<file path="src/rtl/core/fnvkh_pkg.sv">
`timescale 1ns / 1ps

package fnvkh_pkg;

   // lane primes and seeds
   localparam logic [63:0] LOW_PRIME   = 64'd1099511628211;
   localparam logic [63:0] HIGH_PRIME  = 64'd14029467366897019727;
   localparam logic [63:0] LOW_SEED    = 64'd1469598103934665603;
   localparam logic [63:0] HIGH_SEED   = LOW_PRIME ^ 64'h9e3779b97f4a7c15;
   localparam logic [7:0]  BYTE_OFFSET = 8'h9d;

   // operation codes
   localparam logic [1:0] OP_RESTART = 2'd0;
   localparam logic [1:0] OP_BYTE    = 2'd1;
   localparam logic [1:0] OP_LENGTH  = 2'd2;

   typedef struct packed {
      logic [1:0]  operation;
      logic [63:0] data_value;
      logic        emit;
   } req_type;

   typedef struct packed {
      logic [63:0] hash_low;
      logic [63:0] hash_high;
   } rsp_type;

endpackage

</file>
<file path="src/rtl/core/fnvkh_mul32.sv">
`timescale 1ns / 1ps

module fnvkh_mul32 (
   input  logic        clock,
   input  logic [31:0] mul_a,
   input  logic [31:0] mul_b,
   output logic [63:0] prod_ff
);
   logic [63:0] prod_in;

   assign prod_in = {32'd0, mul_a} * {32'd0, mul_b};

   always_ff @(posedge clock) begin
      prod_ff <= prod_in;
   end

endmodule

</file>
<file path="src/rtl/core/fnvkh_core.sv">
`timescale 1ns / 1ps

module fnvkh_core (
   input  logic              clock,
   input  logic              reset,
   input  logic              start,
   input  fnvkh_pkg::req_type req,
   output logic              idle,
   input  logic              out_free,
   output logic              push,
   output fnvkh_pkg::rsp_type result
);
   import fnvkh_pkg::*;

   typedef enum logic [1:0] {
      ST_IDLE,
      ST_MIX,
      ST_DONE
   } state_type;

   state_type   state_ff, state_in;
   logic [2:0]  phase_ff, phase_in;
   logic [2:0]  bytes_left_ff, bytes_left_in;
   logic [63:0] data_ff, data_in;
   logic        emit_ff, emit_in;
   logic [63:0] low_ff, low_in;
   logic [63:0] high_ff, high_in;
   logic [63:0] acc_ff, acc_in;

   logic        lane_sel;
   logic [1:0]  sub;
   logic [7:0]  byte_val;
   logic [7:0]  byte_mixed;
   logic [63:0] operand;
   logic [63:0] prime;
   logic [31:0] mul_a;
   logic [31:0] mul_b;
   logic [63:0] prod;
   logic [63:0] prod_hi;
   logic [63:0] lane_sum;

   // phase: bit 2 picks the lane, bits 1:0 walk the three partial products
   assign lane_sel   = phase_ff[2];
   assign sub        = phase_ff[1:0];
   assign byte_val   = data_ff[7:0];
   assign byte_mixed = byte_val + BYTE_OFFSET;
   assign operand    = lane_sel ? (high_ff ^ {56'd0, byte_mixed})
                                : (low_ff ^ {56'd0, byte_val});
   assign prime      = lane_sel ? HIGH_PRIME : LOW_PRIME;

   // lo*lo, lo*hi, hi*lo; the hi*hi term falls off the top
   assign mul_a = (sub == 2'd2) ? operand[63:32] : operand[31:0];
   assign mul_b = (sub == 2'd1) ? prime[63:32] : prime[31:0];

   fnvkh_mul32 u_mul (
      .clock  (clock),
      .mul_a  (mul_a),
      .mul_b  (mul_b),
      .prod_ff(prod)
   );

   assign prod_hi  = {prod[31:0], 32'd0};
   assign lane_sum = acc_ff + prod_hi;

   always_comb begin
      state_in      = state_ff;
      phase_in      = phase_ff;
      bytes_left_in = bytes_left_ff;
      data_in       = data_ff;
      emit_in       = emit_ff;
      low_in        = low_ff;
      high_in       = high_ff;
      acc_in        = acc_ff;
      unique case (state_ff)
         ST_IDLE: begin
            if (start) begin
               emit_in  = req.emit;
               data_in  = req.data_value;
               phase_in = 3'd0;
               unique case (req.operation)
                  OP_RESTART: begin
                     low_in   = LOW_SEED;
                     high_in  = HIGH_SEED;
                     state_in = ST_DONE;
                  end
                  OP_BYTE: begin
                     bytes_left_in = 3'd0;
                     state_in      = ST_MIX;
                  end
                  OP_LENGTH: begin
                     bytes_left_in = 3'd7;
                     state_in      = ST_MIX;
                  end
                  default: begin
                     state_in = ST_DONE;
                  end
               endcase
            end
         end
         ST_MIX: begin
            phase_in = phase_ff + 3'd1;
            case (sub)
               2'd1: acc_in = prod;
               2'd2: acc_in = lane_sum;
               2'd3: begin
                  if (lane_sel) begin
                     high_in       = lane_sum;
                     data_in       = {8'd0, data_ff[63:8]};
                     bytes_left_in = bytes_left_ff - 3'd1;
                     if (bytes_left_ff == 3'd0) begin
                        state_in = ST_DONE;
                     end
                  end else begin
                     low_in = lane_sum;
                  end
               end
               default: ;
            endcase
         end
         ST_DONE: begin
            if (!emit_ff || out_free) begin
               state_in = ST_IDLE;
            end
         end
         default: state_in = ST_IDLE;
      endcase
   end

   always_ff @(posedge clock) begin
      if (reset) begin
         state_ff      <= ST_IDLE;
         phase_ff      <= 3'd0;
         bytes_left_ff <= 3'd0;
         emit_ff       <= 1'b0;
         low_ff        <= LOW_SEED;
         high_ff       <= HIGH_SEED;
      end else begin
         state_ff      <= state_in;
         phase_ff      <= phase_in;
         bytes_left_ff <= bytes_left_in;
         emit_ff       <= emit_in;
         low_ff        <= low_in;
         high_ff       <= high_in;
      end
      data_ff <= data_in;
      acc_ff  <= acc_in;
   end

   assign idle             = (state_ff == ST_IDLE);
   assign push             = (state_ff == ST_DONE) && emit_ff;
   assign result.hash_low  = low_ff;
   assign result.hash_high = high_ff;

   a_phase_home: assert property (@(posedge clock) disable iff (reset)
      (state_ff != ST_MIX) |-> (phase_ff == 3'd0))
      else $error("phase counter not at zero outside mixing");

   a_restart_seeds: assert property (@(posedge clock) disable iff (reset)
      (start && idle && req.operation == OP_RESTART)
      |=> (low_ff == LOW_SEED && high_ff == HIGH_SEED))
      else $error("restart did not reload seeds");

   a_last_byte: assert property (@(posedge clock) disable iff (reset)
      (state_ff == ST_MIX && phase_ff == 3'd7 && bytes_left_ff == 3'd0)
      |=> (state_ff == ST_DONE))
      else $error("mixing did not end after last byte");

   a_data_hold: assert property (@(posedge clock) disable iff (reset)
      (state_ff == ST_MIX && phase_ff != 3'd7) |=> $stable(data_ff))
      else $error("byte shifter moved in mid byte");

endmodule

</file>
<file path="src/rtl/core/dual_lane_fnv_key_hash_top.sv">
`timescale 1ns / 1ps

// 128-bit key hash of two 64-bit lanes (FNV-1a step and prime, own seed,
// low; offset-byte variant with a second prime high).
// req channel: valid/ready; operation selects restart from seeds, absorb the
// byte in data_value[7:0], or absorb all 64 bits of data_value as eight
// bytes, least significant first. emit asks for one item on rsp after the
// request is absorbed; without emit nothing comes out.
// rsp channel: valid/ready, hash_low and hash_high after the request.
// One 32x32 multiplier is reused for both lanes, three partial products per
// lane per byte, the low lane first and then the high lane.
// req_ready is high only while the sequencer is idle.
// A registered output stage holds the result; if the receiver stalls with a
// result still held and a new one is ready, the sequencer waits and takes no
// new request until the slot frees.
// Reset (synchronous, active high) loads both lanes with their seeds and
// drops rsp_valid.

module dual_lane_fnv_key_hash_top (
   input  logic               clock,
   input  logic               reset,
   input  logic               req_valid,
   output logic               req_ready,
   input  fnvkh_pkg::req_type req_data,
   output logic               rsp_valid,
   input  logic               rsp_ready,
   output fnvkh_pkg::rsp_type rsp_data
);
   import fnvkh_pkg::*;

   logic    core_idle;
   logic    core_push;
   rsp_type core_result;
   logic    out_free;
   logic    rsp_valid_ff, rsp_valid_in;
   rsp_type rsp_data_ff, rsp_data_in;

   assign out_free  = !rsp_valid_ff || rsp_ready;
   assign req_ready = core_idle;

   fnvkh_core u_core (
      .clock   (clock),
      .reset   (reset),
      .start   (req_valid && req_ready),
      .req     (req_data),
      .idle    (core_idle),
      .out_free(out_free),
      .push    (core_push),
      .result  (core_result)
   );

   always_comb begin
      rsp_valid_in = rsp_valid_ff;
      rsp_data_in  = rsp_data_ff;
      if (core_push && out_free) begin
         rsp_valid_in = 1'b1;
         rsp_data_in  = core_result;
      end else if (rsp_ready) begin
         rsp_valid_in = 1'b0;
      end
   end

   always_ff @(posedge clock) begin
      if (reset) begin
         rsp_valid_ff <= 1'b0;
      end else begin
         rsp_valid_ff <= rsp_valid_in;
      end
      rsp_data_ff <= rsp_data_in;
   end

   assign rsp_valid = rsp_valid_ff;
   assign rsp_data  = rsp_data_ff;

endmodule

</file>
<file path="config.mk">
export PLATFORM = sky130hd
export DESIGN_NAME = dual_lane_fnv_key_hash_top
export DESIGN_NICKNAME = d
export VERILOG_FILES = /design/src/rtl/core/fnvkh_pkg.sv /design/src/rtl/core/fnvkh_mul32.sv /design/src/rtl/core/fnvkh_core.sv /design/src/rtl/core/dual_lane_fnv_key_hash_top.sv
export SDC_FILE = /design/constraint.sdc
export NUM_CORES = 2
export LEC_CHECK = 0
export BUFFER_PORTS_ARGS = -buffer_cell sky130_fd_sc_hd__clkbuf_2
export CAP_MARGIN = 20
export CORE_MARGIN = 2
export CORE_UTILIZATION = 30
export DETAILED_ROUTE_END_ITERATION = 8
export PLACE_DENSITY = 0.46
export REMOVE_ABC_BUFFERS = 1
export SYNTH_ARGS = -nofsm -noshare
export SYNTH_HDL_FRONTEND = slang
export SYNTH_SLANG_ARGS = --single-unit
</file>
<file path="constraint.sdc">
create_clock -name clock -period 8.85 [get_ports clock]
set_clock_uncertainty 0.1 [all_clocks]
set_input_delay 1.77 -clock clock [delete_from_list [all_inputs] [get_ports clock]]
set_output_delay 1.77 -clock clock [all_outputs]
set_load 0.02 [all_outputs]
</file>
After elaboration in Yosys (flattened, before gate mapping)
Index checks and enable logic that the tools add are counted.
{"block": "totals", "output_inout_bits": 130, "mem_bits_rw": 0, "inputBits": 71, "memories": 0, "reg_bits": 458, "latch_bits": 0, "rom_bits": 0, "wordCells": 91}
{"block": "classes", "n_mul": 1, "n_eq_ne": 15, "addsub": 4, "shifts": 0, "magnitude_cmp": 0, "n_div": 0, "reduce_logical": 22, "bitwise_logic": 2, "mux": 35}
{"op": "two-way mux 64 bit", "n": 13}
{"op": "one-hot mux 64 bit (2 select lines)", "n": 4}
{"op": "XOR 64 x 8 -> 64 bit", "n": 2}
{"op": "adder 64 bit", "n": 1}
{"op": "multiplier 32 x 32 -> 64 bit", "n": 1}
{"op": "two-way mux 32 bit", "n": 2}
{"op": "AND reduction 5 bit", "n": 4}
{"op": "one-hot mux 3 bit (2 select lines)", "n": 3}
{"op": "two-way mux 2 bit", "n": 6}
{"op": "two-way mux 3 bit", "n": 4}
{"op": "!= test 2 x 1 -> 1 bit, second input constant", "n": 6}
{"op": "adder 8 bit, second input constant", "n": 1}
{"op": "== test 2 bit, second input constant", "n": 4}
{"op": "== test 2 x 1 -> 1 bit, second input constant", "n": 3}
{"op": "one-hot mux 2 bit (3 select lines)", "n": 1}
{"op": "AND reduction 2 bit", "n": 3}
{"op": "nonzero test 2 bit", "n": 3}
{"op": "zero test 2 bit", "n": 2}
{"op": "AND reduction 4 bit", "n": 1}
{"op": "adder 3 x 1 -> 3 bit, second input constant", "n": 1}
{"op": "logical AND 1 bit", "n": 3}
{"op": "zero test 3 bit", "n": 1}
{"op": "!= test 3 x 1 -> 1 bit, second input constant", "n": 1}
{"op": "subtractor 3 x 1 -> 3 bit, second input constant", "n": 1}
{"op": "other kinds (5)", "n": 8}

Longest topological paths before layout
{"block": "depth", "depth_word": 5, "mapped_depth": 37, "depth_no_buf": 36}

By module
Synthesis repeated with hierarchy kept, for this count alone.
{"block": "hier_totals", "cells_unflattened": 5173, "hier_area_um2": 51610.7}
{"module": "fnvkh_mul32", "seq_area_each_um2": 1281.2, "cells_per_inst": 3750, "instances": 1, "area_each_um2": 34634.5}
{"module": "fnvkh_core", "seq_area_each_um2": 6586.3, "cells_per_inst": 1289, "instances": 1, "area_each_um2": 13071.3}
{"module": "dual_lane_fnv_key_hash_top", "seq_area_each_um2": 3863.7, "cells_per_inst": 134, "instances": 1, "area_each_um2": 3905.0}

Least setup slack after synthesis
OpenSTA, ideal clock, no wires.
{"block": "synth_path", "path_kind": "register to register", "start": "reg u_core.phase_ff[0]", "end": "reg u_core.u_mul.prod_ff[62]", "t_arrival_ns": 8.634, "slack_ns": 0.054, "stages_incl_launch_ff": 32, "t_required_ns": 8.688, "n_path_buf": 3, "synth_period_minus_slack_ns": 8.796, "setup_time_ns": 0.062, "path_cell_list": "dfxtp_1 -> inv_1 -> ha_1 -> clkbuf_1 -> buf_1 -> mux4_2 -> nand2_1 -> inv_1 -> fa_1 -> fa_1 -> inv_1 -> fa_1 -> inv_1 -> fa_1 -> fa_1 -> fa_1 -> fa_1 -> inv_1 -> fa_1 -> inv_1 -> ha_1 -> buf_2 -> a21oi_2 -> o21ai_1 -> or4_1 -> a211o_1 -> a21oi_2 -> nor4_1 -> nor3_2 -> o21ai_2 -> a41o_1 -> nand3_1"}
{"block": "synth_via", "elab_chain_len": 3, "elab_cells_between_ends": 5, "classes_between": "mul: 1; eq/ne: 2; mux: 2"}
{"item": "start, declared", "line_no": "fnvkh_core.sv:22", "source": "logic [2:0] phase_ff, phase_in;"}
{"item": "start signal, assigned", "line_no": "fnvkh_core.sv:139", "source": "phase_ff <= phase_in;"}
{"item": "== test 2 bit or == test 2 x 1 -> 1 bit (tied branches)", "line_no": "fnvkh_core.sv:52, fnvkh_core.sv:53"}
{"item": "two-way mux 32 bit, on equally long branches", "line_no": "fnvkh_core.sv:52, fnvkh_core.sv:53"}
{"item": "multiplier 32 x 32 -> 64 bit *", "line_no": "fnvkh_mul32.sv:11", "source": "assign prod_in = {32'd0, mul_a} * {32'd0, mul_b};"}
{"item": "named net u_core.u_mul.prod_in[62]", "line_no": "fnvkh_mul32.sv:9", "source": "logic [63:0] prod_in;"}
{"item": "end signal, assigned", "line_no": "fnvkh_mul32.sv:14", "source": "prod_ff <= prod_in;"}
{"item": "end, declared", "line_no": "fnvkh_mul32.sv:7", "source": "output logic [63:0] prod_ff"}
Mark *: on every way through the listed nets, which the timed path passes. The rest lies on a longest branch.
A chain may end at the register's enable or synchronous reset.

Final worst setup path
{"block": "layout_path", "start": "reg u_core.phase_ff[0]", "end": "reg u_core.u_mul.prod_ff[42]"}
Same word-level chain as after synthesis.

==> impl_metrics.json <==
{
  "outcome": "complete, no violations",
  "row_count": 142,
  "antenna_cells": 0,
  "worst_slew_pin_slew_ns": 1.16,
  "maxSlewHeadroom": 0.229,
  "fin_crit_sh": 0.987,
  "die_w_um": 393,
  "grt_pass1_vias": 32214,
  "rr_endpoint": "u_core.u_mul.prod_ff[42]$_DFF_P_",
  "syn_avg_cell_area_um2": 10.5,
  "cts_tree": "built",
  "p_leak_nw": 25.5,
  "slew_violations": 0,
  "wl_per_cell_um": 21.1,
  "fin_nets": 5890,
  "period_needed_ns": 8.74,
  "drive_gt1_frac": 0.148,
  "cp_max_fo": 19,
  "gp_congestion": 0.886,
  "grt_max_degree": 84,
  "yosys.cell_types.count": 73,
  "placed_cells": 6597,
  "max-vdd-ir-drop_v": 0.000483,
  "dp.final_hpwl_um": 119000,
  "synth_seq_cells": 458,
  "postCtsHoldBufs": 0,
  "cp.arrival_ns": 9.12,
  "drc": 0,
  "power.total_mw": 15.2,
  "clk_latency_ns": 0.57,
  "synth_cells": 4330,
  "hold_viol": 0,
  "rr_worst_depth": 29,
  "rsz0062_at_grt": "true",
  "clock_sinks": 458,
  "yosys_warnings": 0,
  "root_buffer": "clkbuf_16",
  "seq_area_frac_synth": 0.258,
  "grt_pass1_wl_um": 211000,
  "crit_end": "u_core.u_mul.prod_ff[42]$_DFF_P_",
  "hold_class": "reg2reg",
  "end_kind": "flop",
  "synth_edf_count": 256,
  "htree_levels": 2,
  "crit_top_cell": "fa_1",
  "powerDensity_mw_per_mm2": 291,
  "setup_viol": 0,
  "cp.depth": 29,
  "final_common_cell": "inv_1",
  "viasPerCell": 4.60,
  "clock_path_buffers": 3,
  "overflow": 0,
  "critical_path.top_delay_family": "adder cells",
  "start_util": 0.303,
  "firstDrtPassIters": 5,
  "die-area_mm2": 0.154,
  "reg2reg_setup_slack_ns": 0.11,
  "r2r-start": "u_core.phase_ff[0]$_SDFFE_PP0P_",
  "critPathSlowestCell": "mux4_2",
  "postLayoutCoreUtil": 0.348,
  "cts.clk_slew.worst_paths_ns": 0.07,
  "io_pins": 201,
  "crit_type": "reg2reg",
  "cts_buffers": 42,
  "ant_nets": 0,
  "drv_cap": 0,
  "coreArea_mm2": 0.150,
  "port_buffers": 200,
  "area_delta_synth_final_pct": 15.0,
  "synth_area_mm2": 0.0454,
  "cp-start-kind": "flop",
  "worstPathRequired_ns": 9.23,
  "fmax_mhz": 114,
  "async_flop_share": 0,
  "grt_antenna_before_repair": 14,
  "max_stage_delay_ns": 0.67,
  "wl_um": 141000,
  "ys.flop_type": "edfxtp_1",
  "via_count": 30865,
  "die_h_um": 393,
  "critPathLaunch": "u_core.phase_ff[0]$_SDFFE_PP0P_",
  "final_cell_mix": "991 x inv_1, 716 x fa_1, 409 x ha_1",
  "layoutNonFillerInstCount": 6707,
  "critPathBufInv": 8,
  "grt_usage": 0.185,
  "drt_iter0_markers": 2070
}
-- layout make-up --
| type | instances | area, um^2 |
|---|---|---|
| inverter | 1009 | 3790 |
| multi-input combinational | 2722 | 29900 |
| tap | 2016 | 2520 |
| clock buffer | 61 | 1220 |
| timing repair buffer | 424 | 2800 |
| clock inverter | 17 | 159 |
| sequential | 458 | 11700 |
| fill | 15434 | 97800 |
-- power breakdown --
part | internal, mW | leakage, nW | switching [mW]
clock | 1.03 | 0.677 | 0.836
sequential | 2.55 | 4.04 | 0.141
combinational | 4.48 | 20.8 | 6.16
total | 8.05 | 25.5 | 7.14
-- Yosys cell counts (25+ instances only) --
library cell	number	area, um^2
nand3_1	54	270
nor2_1	170	638
inv_1	1005	3770
nand2_1	405	1520
ha_1	431	5390
and2_1	56	350
nor2b_1	55	344
mux2_2	28	315
a211o_1	30	263
a21oi_1	146	731
xor2_1	43	377
a21o_1	44	330
fa_1	731	14600
nand2b_1	80	500
edfxtp_1	256	7690
xnor2_1	71	622
mux4_2	25	563
dfxtp_1	202	4040
nor3_1	35	175
clkbuf_1	124	465
o21ai_0	45	225
o21bai_1	42	315
-- sequential cells by signal, indices dropped and copies added, names as in the netlist, 2 cells and up --
signal                cells
u_core.acc_ff            64
u_core.u_mul.prod_ff     64
u_core.data_ff           64
u_core.bytes_left_ff      3
u_core.high_ff           64
u_core.low_ff            64
u_core.state_ff           2
rsp_data                128
u_core.phase_ff           3
-- stage by stage --
stage                     setup TNS (ns)  cell area [um^2]  hold WS (ns)  setup slack [ns]
after floorplan                   -64.66             44800         0.325             -1.79
after global placement           -0.0137             50000         0.336           -0.0136
after detailed placement          -0.124             50000         0.344           -0.0311
after CTS                       -0.00604             51400         0.355          -0.00604
after global routing               -1.21             52200         0.369            -0.144
final                                  0             52200         0.352             0.111
-- layer usage --
metal / up-vias / track usage / wire, um
li1: 14225 / - / -
met1: 15819 / 0.254 / 62500
met2: 676 / 0.306 / 68100
met3: 145 / 0.0235 / 6530
met4: 0 / 0.0480 / 4000
met5: - / 0 / 0
-- how the worst min path moves through the flow --
stage                                    startpoint                           to  slack, ns  cells after the start
floorplan           u_core.high_ff[15]$_SDFFE_PP0P_       rsp_data[15]$_DFFE_PP_       0.32                      0
global placement     u_core.low_ff[24]$_SDFFE_PP1P_       rsp_data[88]$_DFFE_PP_       0.34                      0
detailed placement   u_core.low_ff[35]$_SDFFE_PP0P_       rsp_data[99]$_DFFE_PP_       0.34                      0
CTS                     u_core.emit_ff$_SDFFE_PP0P_  u_core.emit_ff$_SDFFE_PP0P_       0.35                      2
global route          u_core.low_ff[7]$_SDFFE_PP1P_       rsp_data[71]$_DFFE_PP_       0.37                      0
finish                  u_core.emit_ff$_SDFFE_PP0P_  u_core.emit_ff$_SDFFE_PP0P_       0.35                      2
-- cells by family after synthesis --
family          share of synthesized area
fa+ha+maj                           0.441
mux                                0.0216
simple gates                       0.0927
compound gates                     0.0687
buf+inv                            0.0953
xor+xnor                           0.0220
flops                               0.258
-- worst reg2reg max path: cells and delay by family (launching register included) --
| family | cells | cell delay (ns) |
|---|---|---|
| adders and majority gates | 10 | 4.41 |
| xor gates and xnor gates | 1 | 0.17 |
| AOI/OAI and AO/OA | 6 | 1.20 |
| muxes | 1 | 0.69 |
| DFF | 1 | 0.37 |
| and+or+nand+nor | 3 | 0.88 |
| buffers and inverters | 8 | 0.83 |
-- timing repair --
action,in CTS,in global routing
endpoints found under the setup margin,12,28
setup buffers,3,30
gates resized for setup,7,122
pin swaps,1,70
Note: power is estimated with default switching activity, not from simulation.
